<file path="src/hw/rtl/eiec_pkg.sv">
// Package with the shared types and constants of the external interrupt edge controller.
`default_nettype none

package eiec_pkg;

    // Fixed field widths.
    localparam int unsigned NUM_LINES    = 16;
    localparam int unsigned LEVELS_W     = 64;
    localparam int unsigned SEL_W        = 4;
    localparam int unsigned OP_W         = 2;
    localparam int unsigned CFG_INDEX_W  = 3;
    localparam int unsigned CFG_DATA_W   = 64;
    localparam int unsigned GROUP_W      = 3;
    localparam int unsigned FIRST_W      = 5;

    // Item operation codes.
    typedef enum logic [OP_W-1:0] {
        OP_SAMPLE = 2'd0,
        OP_CLEAR  = 2'd1,
        OP_STATUS = 2'd2
    } t_op;

    // Configuration register indexes.
    localparam logic [CFG_INDEX_W-1:0] REG_RISING_ENABLE  = 3'd0;
    localparam logic [CFG_INDEX_W-1:0] REG_FALLING_ENABLE = 3'd1;
    localparam logic [CFG_INDEX_W-1:0] REG_INTERRUPT_MASK = 3'd2;
    localparam logic [CFG_INDEX_W-1:0] REG_EVENT_MASK     = 3'd3;
    localparam logic [CFG_INDEX_W-1:0] REG_SOURCE_SELECT  = 3'd4;

    // Lines that feed each grouped interrupt.
    localparam logic [NUM_LINES-1:0] GROUP0_MASK = 16'h0003;
    localparam logic [NUM_LINES-1:0] GROUP1_MASK = 16'h000C;
    localparam logic [NUM_LINES-1:0] GROUP2_MASK = 16'hFFF0;

    // First-line code when nothing is pending and unmasked.
    localparam logic [FIRST_W-1:0] FIRST_NONE = 5'd16;

    // Configuration registers as seen by the datapath.
    typedef struct packed {
        logic [NUM_LINES-1:0]  rising_enable;
        logic [NUM_LINES-1:0]  falling_enable;
        logic [NUM_LINES-1:0]  interrupt_mask;
        logic [NUM_LINES-1:0]  event_mask;
        logic [LEVELS_W-1:0]   source_select;
    } t_cfg;

    // One result item.
    typedef struct packed {
        logic [NUM_LINES-1:0] pending_lines;
        logic [GROUP_W-1:0]   group_irqs;
        logic [NUM_LINES-1:0] event_pulses;
        logic [FIRST_W-1:0]   first_line;
    } t_result;

endpackage

`default_nettype wire

</file>
<file path="src/hw/rtl/eiec_if.sv">
// Handshake interfaces for the input, result and configuration channels.
`default_nettype none

interface eiec_in_if import eiec_pkg::*; ();
    logic                 valid;
    logic                 ready;
    logic [OP_W-1:0]      op;
    logic [LEVELS_W-1:0]  port_levels;
    logic [NUM_LINES-1:0] clear_bits;

    modport source (output valid, output op, output port_levels, output clear_bits,
                    input ready);
    modport sink   (input valid, input op, input port_levels, input clear_bits,
                    output ready);
endinterface

interface eiec_out_if import eiec_pkg::*; ();
    logic                 valid;
    logic                 ready;
    logic [NUM_LINES-1:0] pending_lines;
    logic [GROUP_W-1:0]   group_irqs;
    logic [NUM_LINES-1:0] event_pulses;
    logic [FIRST_W-1:0]   first_line;

    modport source (output valid, output pending_lines, output group_irqs,
                    output event_pulses, output first_line, input ready);
    modport sink   (input valid, input pending_lines, input group_irqs,
                    input event_pulses, input first_line, output ready);
endinterface

interface eiec_cfg_if import eiec_pkg::*; ();
    logic                   valid;
    logic                   ready;
    logic [CFG_INDEX_W-1:0] index;
    logic [CFG_DATA_W-1:0]  data;

    modport source (output valid, output index, output data, input ready);
    modport sink   (input valid, input index, input data, output ready);
endinterface

`default_nettype wire

</file>
<file path="src/hw/rtl/eiec_cfg.sv">
// Configuration register file of the external interrupt edge controller.
`default_nettype none

module eiec_cfg
    import eiec_pkg::*;
(
    input  wire logic          i_clk,
    input  wire logic          i_rst_n,
    eiec_cfg_if.sink           i_cfg,
    output t_cfg               o_cfg
);

    t_cfg r_cfg;
    t_cfg n_cfg;

    // The register file takes every write at once.
    assign i_cfg.ready = 1'b1;

    // Decode the register index of a write transaction; unknown indexes are dropped.
    always_comb begin
        n_cfg = r_cfg;
        if (i_cfg.valid) begin
            case (i_cfg.index)
                REG_RISING_ENABLE:  n_cfg.rising_enable  = i_cfg.data[NUM_LINES-1:0];
                REG_FALLING_ENABLE: n_cfg.falling_enable = i_cfg.data[NUM_LINES-1:0];
                REG_INTERRUPT_MASK: n_cfg.interrupt_mask = i_cfg.data[NUM_LINES-1:0];
                REG_EVENT_MASK:     n_cfg.event_mask     = i_cfg.data[NUM_LINES-1:0];
                REG_SOURCE_SELECT:  n_cfg.source_select  = i_cfg.data;
                default:            n_cfg = r_cfg;
            endcase
        end
    end

    always_ff @(posedge i_clk) begin
        if (!i_rst_n) begin
            r_cfg <= '0;
        end else begin
            r_cfg <= n_cfg;
        end
    end

    assign o_cfg = r_cfg;

endmodule

`default_nettype wire

</file>
<file path="src/hw/rtl/eiec_core.sv">
// Edge detection, pending state and status logic of the external interrupt edge controller.
`default_nettype none

module eiec_core
    import eiec_pkg::*;
#(
    parameter int unsigned LINE_COUNT = 16,
    parameter int unsigned PORT_COUNT = 4
) (
    input  wire logic                 i_clk,
    input  wire logic                 i_rst_n,
    input  wire logic                 i_fire,
    input  wire logic [OP_W-1:0]      i_op,
    input  wire logic [LEVELS_W-1:0]  i_port_levels,
    input  wire logic [NUM_LINES-1:0] i_clear_bits,
    input  wire t_cfg                 i_cfg,
    output t_result                   o_result
);

    logic [NUM_LINES-1:0] r_prev_levels;
    logic [NUM_LINES-1:0] r_pending;
    logic [NUM_LINES-1:0] n_prev_levels;
    logic [NUM_LINES-1:0] n_pending;

    logic [NUM_LINES-1:0] line_mask;
    logic [NUM_LINES-1:0] levels;
    logic [NUM_LINES-1:0] fired;
    logic [NUM_LINES-1:0] events;
    logic [NUM_LINES-1:0] active;
    logic [FIRST_W-1:0]   first;

    // Route each line to the pin of its selected port; ports beyond the count read low.
    always_comb begin
        logic [SEL_W-1:0] sel;
        levels    = '0;
        line_mask = '0;
        for (int l = 0; l < NUM_LINES; l++) begin
            sel = i_cfg.source_select[SEL_W*l +: SEL_W];
            if (l < LINE_COUNT) begin
                line_mask[l] = 1'b1;
                if (sel < SEL_W'(PORT_COUNT)) begin
                    levels[l] = i_port_levels[{sel[1:0], 4'(l)}];
                end
            end
        end
    end

    // Enabled rising or falling edges against the stored levels.
    assign fired = ((levels & ~r_prev_levels & i_cfg.rising_enable) |
                    (~levels & r_prev_levels & i_cfg.falling_enable)) & line_mask;

    // Next state of the levels and pending bits for the current item.
    always_comb begin
        n_prev_levels = r_prev_levels;
        n_pending     = r_pending;
        events        = '0;
        case (i_op)
            OP_SAMPLE: begin
                n_prev_levels = levels;
                n_pending     = (r_pending | fired) & line_mask;
                events        = fired & i_cfg.event_mask;
            end
            OP_CLEAR: begin
                n_pending = r_pending & ~i_clear_bits & line_mask;
            end
            default: begin
                n_pending = r_pending;
            end
        endcase
    end

    always_ff @(posedge i_clk) begin
        if (!i_rst_n) begin
            r_prev_levels <= '0;
            r_pending     <= '0;
        end else if (i_fire) begin
            r_prev_levels <= n_prev_levels;
            r_pending     <= n_pending;
        end
    end

    // Lowest pending unmasked line, scanned from the top so the lowest wins.
    assign active = n_pending & i_cfg.interrupt_mask & line_mask;

    always_comb begin
        first = FIRST_NONE;
        for (int l = NUM_LINES - 1; l >= 0; l--) begin
            if (active[l]) begin
                first = FIRST_W'(l);
            end
        end
    end

    // Result of the current item.
    always_comb begin
        o_result.pending_lines = n_pending;
        o_result.group_irqs    = {|(active & GROUP2_MASK),
                                  |(active & GROUP1_MASK),
                                  |(active & GROUP0_MASK)};
        o_result.event_pulses  = events;
        o_result.first_line    = first;
    end

endmodule

`default_nettype wire

</file>
<file path="src/hw/rtl/external_interrupt_edge_controller_top.sv">
// An accepted input transaction passes the input register and then the result register,
// which part the two channels. Throughput: one transaction per cycle unless the output
// stalls; the pending and level state updates as an item moves between the two registers.
// Reset (synchronous, active low) clears all configuration registers, the stored levels,
// the pending bits and both valid flags.
`default_nettype none

module external_interrupt_edge_controller_top
    import eiec_pkg::*;
#(
    parameter int unsigned LINE_COUNT = 16,
    parameter int unsigned PORT_COUNT = 4
) (
    input  wire logic   i_clk,
    input  wire logic   i_rst_n,
    eiec_cfg_if.sink    i_cfg,
    eiec_in_if.sink     i_in,
    eiec_out_if.source  o_out
);

    t_cfg    cfg;
    t_result result;

    logic                 r_in_valid;
    logic [OP_W-1:0]      r_op;
    logic [LEVELS_W-1:0]  r_port_levels;
    logic [NUM_LINES-1:0] r_clear_bits;
    logic                 r_out_valid;
    t_result              r_result;
    logic                 advance;

    eiec_cfg u_cfg (
        .i_clk   (i_clk),
        .i_rst_n (i_rst_n),
        .i_cfg   (i_cfg),
        .o_cfg   (cfg)
    );

    // The held item moves on when the result register is free or being emptied.
    assign advance    = r_in_valid && (!r_out_valid || o_out.ready);
    assign i_in.ready = !r_in_valid || advance;

    // Input register.
    always_ff @(posedge i_clk) begin
        if (!i_rst_n) begin
            r_in_valid <= 1'b0;
        end else if (i_in.ready) begin
            r_in_valid <= i_in.valid;
        end
    end

    always_ff @(posedge i_clk) begin
        if (i_in.ready && i_in.valid) begin
            r_op          <= i_in.op;
            r_port_levels <= i_in.port_levels;
            r_clear_bits  <= i_in.clear_bits;
        end
    end

    eiec_core #(
        .LINE_COUNT (LINE_COUNT),
        .PORT_COUNT (PORT_COUNT)
    ) u_core (
        .i_clk         (i_clk),
        .i_rst_n       (i_rst_n),
        .i_fire        (advance),
        .i_op          (r_op),
        .i_port_levels (r_port_levels),
        .i_clear_bits  (r_clear_bits),
        .i_cfg         (cfg),
        .o_result      (result)
    );

    // Result register.
    always_ff @(posedge i_clk) begin
        if (!i_rst_n) begin
            r_out_valid <= 1'b0;
        end else if (advance) begin
            r_out_valid <= 1'b1;
        end else if (o_out.ready) begin
            r_out_valid <= 1'b0;
        end
    end

    always_ff @(posedge i_clk) begin
        if (advance) begin
            r_result <= result;
        end
    end

    assign o_out.valid         = r_out_valid;
    assign o_out.pending_lines = r_result.pending_lines;
    assign o_out.group_irqs    = r_result.group_irqs;
    assign o_out.event_pulses  = r_result.event_pulses;
    assign o_out.first_line    = r_result.first_line;

endmodule

`default_nettype wire
</file>
<file path="src/flat_wrapper.sv">
// flat-port wrapper written by rule: the top's interface ports become plain ports
module external_interrupt_edge_controller_top_flat import eiec_pkg::*;
#(
    parameter int unsigned LINE_COUNT = 16,
    parameter int unsigned PORT_COUNT = 4
)
  (i_clk, i_rst_n, i_cfg_valid, i_cfg_index, i_cfg_data, i_cfg_ready, i_in_valid, i_in_op, i_in_port_levels, i_in_clear_bits, i_in_ready, o_out_valid, o_out_pending_lines, o_out_group_irqs, o_out_event_pulses, o_out_first_line, o_out_ready);
  eiec_cfg_if i_cfg_i ();
  eiec_in_if i_in_i ();
  eiec_out_if o_out_i ();
  input  wire logic i_clk;
  input  wire logic i_rst_n;
  input wire logic [$bits(i_cfg_i.valid)-1:0] i_cfg_valid;
  input wire logic [$bits(i_cfg_i.index)-1:0] i_cfg_index;
  input wire logic [$bits(i_cfg_i.data)-1:0] i_cfg_data;
  output wire logic [$bits(i_cfg_i.ready)-1:0] i_cfg_ready;
  input wire logic [$bits(i_in_i.valid)-1:0] i_in_valid;
  input wire logic [$bits(i_in_i.op)-1:0] i_in_op;
  input wire logic [$bits(i_in_i.port_levels)-1:0] i_in_port_levels;
  input wire logic [$bits(i_in_i.clear_bits)-1:0] i_in_clear_bits;
  output wire logic [$bits(i_in_i.ready)-1:0] i_in_ready;
  output wire logic [$bits(o_out_i.valid)-1:0] o_out_valid;
  output wire logic [$bits(o_out_i.pending_lines)-1:0] o_out_pending_lines;
  output wire logic [$bits(o_out_i.group_irqs)-1:0] o_out_group_irqs;
  output wire logic [$bits(o_out_i.event_pulses)-1:0] o_out_event_pulses;
  output wire logic [$bits(o_out_i.first_line)-1:0] o_out_first_line;
  input wire logic [$bits(o_out_i.ready)-1:0] o_out_ready;
  assign i_cfg_i.valid = i_cfg_valid;
  assign i_cfg_i.index = i_cfg_index;
  assign i_cfg_i.data = i_cfg_data;
  assign i_cfg_ready = i_cfg_i.ready;
  assign i_in_i.valid = i_in_valid;
  assign i_in_i.op = i_in_op;
  assign i_in_i.port_levels = i_in_port_levels;
  assign i_in_i.clear_bits = i_in_clear_bits;
  assign i_in_ready = i_in_i.ready;
  assign o_out_valid = o_out_i.valid;
  assign o_out_pending_lines = o_out_i.pending_lines;
  assign o_out_group_irqs = o_out_i.group_irqs;
  assign o_out_event_pulses = o_out_i.event_pulses;
  assign o_out_first_line = o_out_i.first_line;
  assign o_out_i.ready = o_out_ready;
  external_interrupt_edge_controller_top #(.LINE_COUNT(LINE_COUNT), .PORT_COUNT(PORT_COUNT)) u_core (.i_clk(i_clk), .i_rst_n(i_rst_n), .i_cfg(i_cfg_i), .i_in(i_in_i), .o_out(o_out_i));
endmodule
</file>
<file path="config.mk">
export PLATFORM = sky130hd
export DESIGN_NAME = external_interrupt_edge_controller_top_flat
export DESIGN_NICKNAME = d
export VERILOG_FILES = /design/src/hw/rtl/eiec_pkg.sv /design/src/hw/rtl/eiec_if.sv /design/src/hw/rtl/eiec_cfg.sv /design/src/hw/rtl/eiec_core.sv /design/src/hw/rtl/external_interrupt_edge_controller_top.sv /design/src/flat_wrapper.sv
export SDC_FILE = /design/constraint.sdc
export NUM_CORES = 1
export LEC_CHECK = 0
export ABC_AREA = 1
export BUFFER_PORTS_ARGS = -buffer_cell sky130_fd_sc_hd__buf_2
export CAP_MARGIN = 20
export CORE_ASPECT_RATIO = 0.8
export CORE_MARGIN = 2
export CORE_UTILIZATION = 34
export DETAILED_ROUTE_END_ITERATION = 8
export PLACE_DENSITY = 0.59
export SKIP_LAST_GASP = 1
export SYNTH_ARGS = -nofsm -noshare
export SYNTH_HDL_FRONTEND = slang
export SYNTH_SLANG_ARGS = --single-unit
</file>
<file path="constraint.sdc">
create_clock -name i_clk -period 7.52 [get_ports i_clk]
set_input_delay 1.88 -clock i_clk [delete_from_list [all_inputs] [get_ports i_clk]]
set_output_delay 1.88 -clock i_clk [all_outputs]
set_load 0.1 [all_outputs]
</file>
==> impl_metrics.py, run 1 <==
metrics = {
    "sta": {
        "report.final.slew_viol_count": 0,
        "holdWs_ns": 0.4536,
        "clock_skew_ns": 0.01596,
        "finalSetupViolations": 0,
        "setup_slack_ns": 3.125,
        "fin_tns_setup_ns": 0,
        "post-route-period-util_pct": 58.45,
        "rsz0062_at_grt": "no",
        "clock.fmax_mhz": 227.5,
        "slew-limit-headroom_pct": 34.81,
        "tightest_slew_ns": 0.9725,
        "finalHoldViolations": 0,
        "fin_crit_ns": 4.395,
    },
    "critical_path": {
        "r2r-end": "u_core.o_out.first_line[0]$_SDFFCE_PP0P_",
        "crit_type": "in2out",
        "reg2reg_slack_ns": 4.80,
        "path_common_cell": "buf_2",
        "endpoint_kind": "primary output",
        "slowest_delay_ns": 0.44,
        "path_cells": "buf_2 > inv_1 > nand3_1 > buf_2",
        "required_ns": 5.64,
        "rr_startpoint": "u_core.r_op[0]$_DFFE_PP_",
        "r2r_cells": 16,
        "arrival_ns": 2.52,
        "path_max_fanout": 3,
        "startpoint": "o_out_ready",
        "crit_path_start_kind": "primary input",
        "endpoint": "i_in_ready",
        "cp_slowest_cell": "buf_2",
    },
    "cts": {
        "post_cts_buffers": 0,
        "cts_tree": "built",
        "cts-hold-fix-buffers": 0,
        "cts.htree.levels": 1,
        "cts.sink_count": 284,
        "cts_buffers": 29,
        "postCtsResizedCells": 0,
        "clk_pin_slew_ns": 0.06,
        "clkLatencyLatePin_ns": 0.55,
        "cts_root_buffer": "clkbuf_16",
        "cts_buffer_depth": 3,
    },
    "floorplan": {
        "io_pins": 197,
        "coreArea_um2": 31420,
        "die_y_um": 163.9,
        "rows": 58,
        "die_w_um": 203.9,
        "die-area_um2": 33410,
        "start_util_pct": 34.57,
    },
    "power_and_ir_drop": {
        "cellPowerDensity_nw_per_um2": 260.0,
        "p_leak_nw": 5.503,
        "ir_drop_uv": 184.7,
    },
    "cells_and_area": {
        "most-common-layout-cells": "238 x nor2_1, 194 x buf_2, 163 x o21ai_0, 162 x dfxtp_1, 152 x nand2_1",
        "fillCellCount": 3135,
        "finish.net_count": 1492,
        "area_growth_pct": 21.12,
        "fin_cells": 1785,
        "mostFrequentLayoutCell": "nor2_1",
        "drive_above_1_share_pct": 22.19,
    },
    "synth": {
        "ys_ff_latch": 284,
        "synth_edf_count": 122,
        "synth_nets": 1309,
        "syn_inst": 1155,
        "yosysWarnings": 0,
        "synth_area_um2": 10860,
        "synth-async-reset-ratio_pct": 0,
        "synth.distinct_cells": 33,
        "synth_flop_cell": "dfxtp_1",
        "syn_avg_cell_area_um2": 9.406,
        "seq_area_frac_synth_pct": 63.57,
    },
    "global_routing": {
        "antenna_found_initial": 5,
        "track_usage_pct": 17.14,
        "grt_pass1_vias": 8248,
        "grt_overflow": 0,
        "grt_start_max_net_pins": 102,
        "grt_pass1_wl_um": 44560,
    },
    "routing": {
        "dr.pass1.iters": 6,
        "drt_iter0_markers": 536,
        "drc": 0,
        "viasPerCell": 4.703,
        "ant_nets": 0,
        "via_count": 8395,
        "finalWirelength_um": 28280,
        "wire_per_inst_um": 15.84,
    },
    "flow_run": {
        "maxCapViolCount": 0,
    },
    "placement": {
        "pre_cts_ws_ns": 3.118,
        "hpwl_um": 19630,
        "gp_congestion": 0.7793,
        "placedCellCount": 1726,
        "numPortBuffers": 195,
    },
    "run_status": {
        "status": "finished clean",
    },
    "worst_hold_path": {
        "min-delay-path-class": "reg2reg",
    },
}
## registers in the layout, indices dropped and copies added (netlist names)
register and cells:
u_core.u_core.r_prev_levels 16, u_core.r_op 2, u_core.r_in_valid 1, u_core.o_out.group_irqs 3, u_core.o_out.valid 1, u_core.u_core.r_pending 16, u_core.u_cfg.o_cfg 128, u_core.r_clear_bits 16
u_core.o_out.event_pulses 16, u_core.r_port_levels 64, u_core.o_out.pending_lines 16, u_core.o_out.first_line 5
## Yosys cell counts, types with 4 or more instances
cell | number | area (µm²)
a21oi_1 | 81 | 405.4
nand2_1 | 152 | 570.6
nor2_1 | 239 | 897.1
o21ai_0 | 163 | 815.8
a211oi_1 | 8 | 60.06
o211ai_1 | 4 | 30.03
nand3_1 | 34 | 170.2
dfxtp_1 | 162 | 3243
clkbuf_1 | 41 | 153.9
edfxtp_1 | 122 | 3664
nand2_4 | 5 | 56.30
inv_1 | 70 | 262.8
nand3_2 | 7 | 70.07
o211ai_2 | 9 | 112.6
inv_2 | 15 | 56.30
nand2_2 | 12 | 75.07
buf_1 | 5 | 18.77
## worst min-delay path by stage
stage                                              from  cells after the start                             endpoint  slack (ns)
global route        u_core.u_cfg.o_cfg[79]$_SDFFE_PN0P_                      2  u_core.u_cfg.o_cfg[79]$_SDFFE_PN0P_        0.48
detailed placement  u_core.u_cfg.o_cfg[65]$_SDFFE_PN0P_                      2  u_core.u_cfg.o_cfg[65]$_SDFFE_PN0P_        0.44
global placement    u_core.u_cfg.o_cfg[67]$_SDFFE_PN0P_                      2  u_core.u_cfg.o_cfg[67]$_SDFFE_PN0P_        0.44
finish              u_core.u_cfg.o_cfg[69]$_SDFFE_PN0P_                      2  u_core.u_cfg.o_cfg[69]$_SDFFE_PN0P_        0.45
CTS                 u_core.u_cfg.o_cfg[65]$_SDFFE_PN0P_                      2  u_core.u_cfg.o_cfg[65]$_SDFFE_PN0P_        0.45
floorplan           u_core.u_cfg.o_cfg[64]$_SDFFE_PN0P_                      2  u_core.u_cfg.o_cfg[64]$_SDFFE_PN0P_        0.43
## worst max-delay path: cells and delay by family
kind          cells  cell delay, ns
buf+inv           3            0.55
simple gates      1            0.09
## metrics by stage
step	area [µm²]	utilization, %	power (mW)
after floorplan	10860	-	1.966
after CTS	13130	41.78	3.463
after global routing	13160	41.87	3.564
after detailed placement	12220	38.90	2.082
final	13160	41.88	3.421
after global placement	12220	38.90	2.076
## cell families after synthesis
| kind of cell | count (synthesis) | share of synthesized area [%] |
|---|---|---|
| AND/OR/NAND/NOR | 458 | 17.67 |
| flip-flops | 284 | 63.57 |
| other | 1 | 0.03452 |
| AO/OA/AOI/OAI | 275 | 13.90 |
| buffers and inverters | 137 | 4.825 |
## per-layer routing
layer  track usage [%]  up-vias  part of all wire [%]
li1                  -     4220                     -
met1             23.55     3974                    48
met2             28.09      161                    46
met3             2.917       40                   4.1
met4             4.413        0                   2.6
met5                 0        -                     0
## cell type report
cell class              count  area (µm²)  area share [%]
clock buffers              40       807.0           6.133
flip-flops and latches    284        6907           52.49
diodes                      4       10.01         0.07607
clock inverters            14       97.59          0.7417
multi-input cells         734        3441           26.15
well taps                 420       525.5           3.994
repair buffers            202        1044           7.930
inverters                  87       327.8           2.491
## where the power goes
part	switching (mW)	internal, mW	total [mW]	leakage, nW
clock	0.593	0.782	1.38	0.442
sequential	0.0314	1.69	1.72	2.51
combinational	0.239	0.0893	0.329	2.55
Note: power is estimated with default switching activity, not from simulation.
==> inputs of run 2 (changes only) <==
Settings changed: ABC_AREA 1 to 0, PLACE_DENSITY 0.59 to 0.61.
Clock period 7.52 ns to 3.82 ns, I/O delays scaled along.
==> run 2 against run 1 <==
  * Routed wire length is 7.4% higher
  * Combinational power increased by 61%
  * Synthesized area grew 5.4%
  * Total power grew 96%
  * Die area increased by 5.3%
  * Global-route usage barely moved
  * Synthesized cell count decreased by 4.2%
  * Critical path depth is 3 higher
  * Clock power increased by 110%
  * Critical endpoint is now u_core.o_out.first_line[1]$_SDFFCE_PP0P_
  * Highest routed layer is now met5
==> impl_metrics.py, run 2 <==
metrics = {
    "power_and_ir_drop": {
        "clkPwrFrac_pct": 42.5,
        "power_mw": 6.692,
        "pwr-share-comb_pct": 7.9,
        "power_switching_mw": 1.581,
        "ir_drop_uv": 316.8,
        "p_leak_nw": 5.146,
        "swShare_pct": 23.63,
        "cellPowerDensity_nw_per_um2": 482.7,
        "p_seq_share_pct": 49.6,
        "p_int_mw": 5.111,
    },
    "critical_path": {
        "cp_slowest_cell": "a221oi_1",
        "crit_path_start_kind": "flop",
        "arrival_ns": 3.10,
        "slowest_delay_ns": 0.55,
        "endpoint_kind": "flop",
        "path_cells": "and2b_1 > nand2_1 > and2_1 > a221oi_1 > a21boi_0 > o21ai_0 > o21a_1",
        "crit_family": "compound AO/OA/AOI/OAI gates",
        "crit_type": "reg2reg",
        "path_max_fanout": 12,
        "required_ns": 4.13,
        "critPathBufInv": 0,
    },
    "synth": {
        "synth_mux_area_share_pct": 3.987,
        "synth_compound_area_share_pct": 14.39,
        "synth.top_cell.area_share_pct": 31.99,
        "ys_ff_latch": 284,
        "synth.distinct_cells": 57,
        "synth_top_family_by_area": "simple AND/OR/NAND/NOR gates",
        "yosysMostFrequentCell": "nand2_1",
        "seq_area_frac_synth_pct": 60.30,
        "synthTopCellsByArea": "edfxtp_1 32%, dfxtp_1 28%, nand2_1 12%",
        "synth_fa_ha_area_share_pct": 0,
        "synth-async-reset-ratio_pct": 0,
        "syn_avg_cell_area_um2": 10.36,
        "synth_common_cells": "353 x nand2_1, 162 x dfxtp_1, 136 x a21boi_0",
        "synth_xor_area_share_pct": 0,
        "synth_flop_cell": "dfxtp_1",
        "synth_top_cell_by_area": "edfxtp_1",
        "synth_edf_count": 122,
        "yosysWarnings": 0,
        "syn_inst": 1106,
        "yosys.area_share.simple_pct": 18.92,
        "synth_area_um2": 11450,
        "synth_nets": 1260,
    },
    "floorplan": {
        "coreArea_um2": 33410,
        "rows": 60,
        "die_y_um": 168.2,
        "io_pins": 197,
        "start_util_pct": 34.28,
        "die_w_um": 209.2,
        "die-area_um2": 35180,
    },
    "routing": {
        "dr.pass1.iters": 5,
        "viasPerCell": 4.793,
        "ant_nets": 0,
        "drc": 0,
        "drt_iter0_markers": 482,
        "finalWirelength_um": 30370,
        "via_count": 8383,
        "wire_per_inst_um": 17.37,
    },
    "cells_and_area": {
        "largest_register_ffs": 128,
        "fillCellCount": 3235,
        "mostFrequentLayoutCell": "nand2_1",
        "multi_input_area_um2": 4284,
        "fin_area_um2": 13860,
        "finish.net_count": 1443,
        "most-common-layout-cells": "353 x nand2_1, 194 x buf_2, 162 x dfxtp_1, 136 x a21boi_0, 122 x edfxtp_1",
        "drive_above_1_share_pct": 21.55,
        "regArea_um2": 6907,
        "area_growth_pct": 21.04,
    },
    "sta": {
        "rsz0062_at_grt": "no",
        "clock_skew_ns": 0.01706,
        "finalHoldViolations": 0,
        "post-route-period-util_pct": 73.00,
        "fin_crit_ns": 2.789,
        "slew-limit-headroom_pct": 42.84,
        "report.final.slew_viol_count": 0,
        "finalSetupViolations": 0,
        "tightest_slew_ns": 0.8551,
        "clock.fmax_mhz": 358.6,
        "fin_tns_setup_ns": 0,
    },
    "cts": {
        "cts_buffer_depth": 3,
        "clkLatencyLatePin_ns": 0.56,
        "cts_buffers": 30,
        "cts.htree.levels": 1,
        "clk_pin_slew_ns": 0.06,
        "cts-hold-fix-buffers": 0,
        "cts_tree": "built",
        "cts.sink_count": 284,
        "postCtsResizedCells": 0,
        "cts_root_buffer": "clkbuf_16",
        "post_cts_buffers": 0,
    },
    "global_routing": {
        "grt_start_max_net_pins": 71,
        "grt_pass1_vias": 7859,
        "grt_pass1_wl_um": 46460,
        "track_usage_pct": 17.17,
        "grt_overflow": 0,
        "antenna_found_initial": 2,
    },
    "worst_hold_path": {
        "min-delay-path-class": "reg2reg",
    },
    "placement": {
        "gp_congestion": 0.8261,
        "numPortBuffers": 195,
        "place_area_um2": 12900,
        "hpwl_um": 21110,
    },
    "run_status": {
        "status": "finished clean",
    },
    "flow_run": {
        "maxCapViolCount": 0,
    },
}
-- run 2: final cells by class --
cell class | instances | area share [%]
diodes | 2 | 0.03610
clock buffers | 48 | 6.498
clock inverters | 8 | 0.4422
inverters | 13 | 0.3520
multi-input cells | 752 | 30.90
flip-flops and latches | 284 | 49.82
well taps | 434 | 3.917
repair buffers | 208 | 8.033
-- run 2: cell families after synthesis --
group,count (synthesis)
buf+inv,70
flops,284
other cells,1
mux,29
compound gates,229
simple gates,493
-- run 2: worst reg2reg max path, delay by kind of cell, from the launching register on --
kind | cells | cell delay, ns
AOI/OAI and AO/OA | 4 | 1.48
DFF | 1 | 0.53
and+or+nand+nor | 3 | 0.53
-- run 2: path summary, 6_finish.rpt --
kind | endpoint | depth (start not counted) | slack [ns] | from
worst max-delay path | u_core.o_out.first_line[1]$_SDFFCE_PP0P_ | 7 | 1.03 | u_core.r_op[1]$_DFFE_PP_
worst min-delay path | u_core.u_cfg.o_cfg[67]$_SDFFE_PN0P_ | 2 | 0.46 | u_core.u_cfg.o_cfg[67]$_SDFFE_PN0P_
worst max register to register | u_core.o_out.first_line[1]$_SDFFCE_PP0P_ | 7 | 1.03 | u_core.r_op[1]$_DFFE_PP_
worst min register to register | u_core.u_cfg.o_cfg[67]$_SDFFE_PN0P_ | 2 | 0.46 | u_core.u_cfg.o_cfg[67]$_SDFFE_PN0P_
-- run 2: power groups by stage --
stage | Clock, mW | Sequential [mW] | Combinational, mW
global placement | 0 | 3.38 | 0.530
global route | 3.05 | 3.33 | 0.569
floorplan | 0 | 3.50 | 0.201
detailed placement | 0 | 3.39 | 0.534
finish | 2.84 | 3.32 | 0.529
CTS | 2.92 | 3.32 | 0.535
-- run 2: routing by layer --
layer | global-route usage, % | vias to the layer above | routed length [µm]
met5 | 0 | - | 10
met4 | 3.540 | 2 | 538
met3 | 3.712 | 38 | 1959
met2 | 24.80 | 245 | 12570
met1 | 26.26 | 3922 | 15290
li1 | - | 4176 | -
-- run 2: through the flow --
stage | hold slack (ns) | worst slack, ns | utilization (%) | std cells
2_1_floorplan | 0.4388 | 0.3612 | - | 1106
6_report | 0.4577 | 1.031 | 41.50 | 1749
5_1_grt | 0.4728 | 0.7862 | 41.49 | 1748
3_3_place_gp | 0.4436 | 1.168 | 38.60 | 1691
4_1_cts | 0.4597 | 1.068 | 41.48 | 1747
3_5_place_dp | 0.4512 | 1.100 | 38.60 | 1691
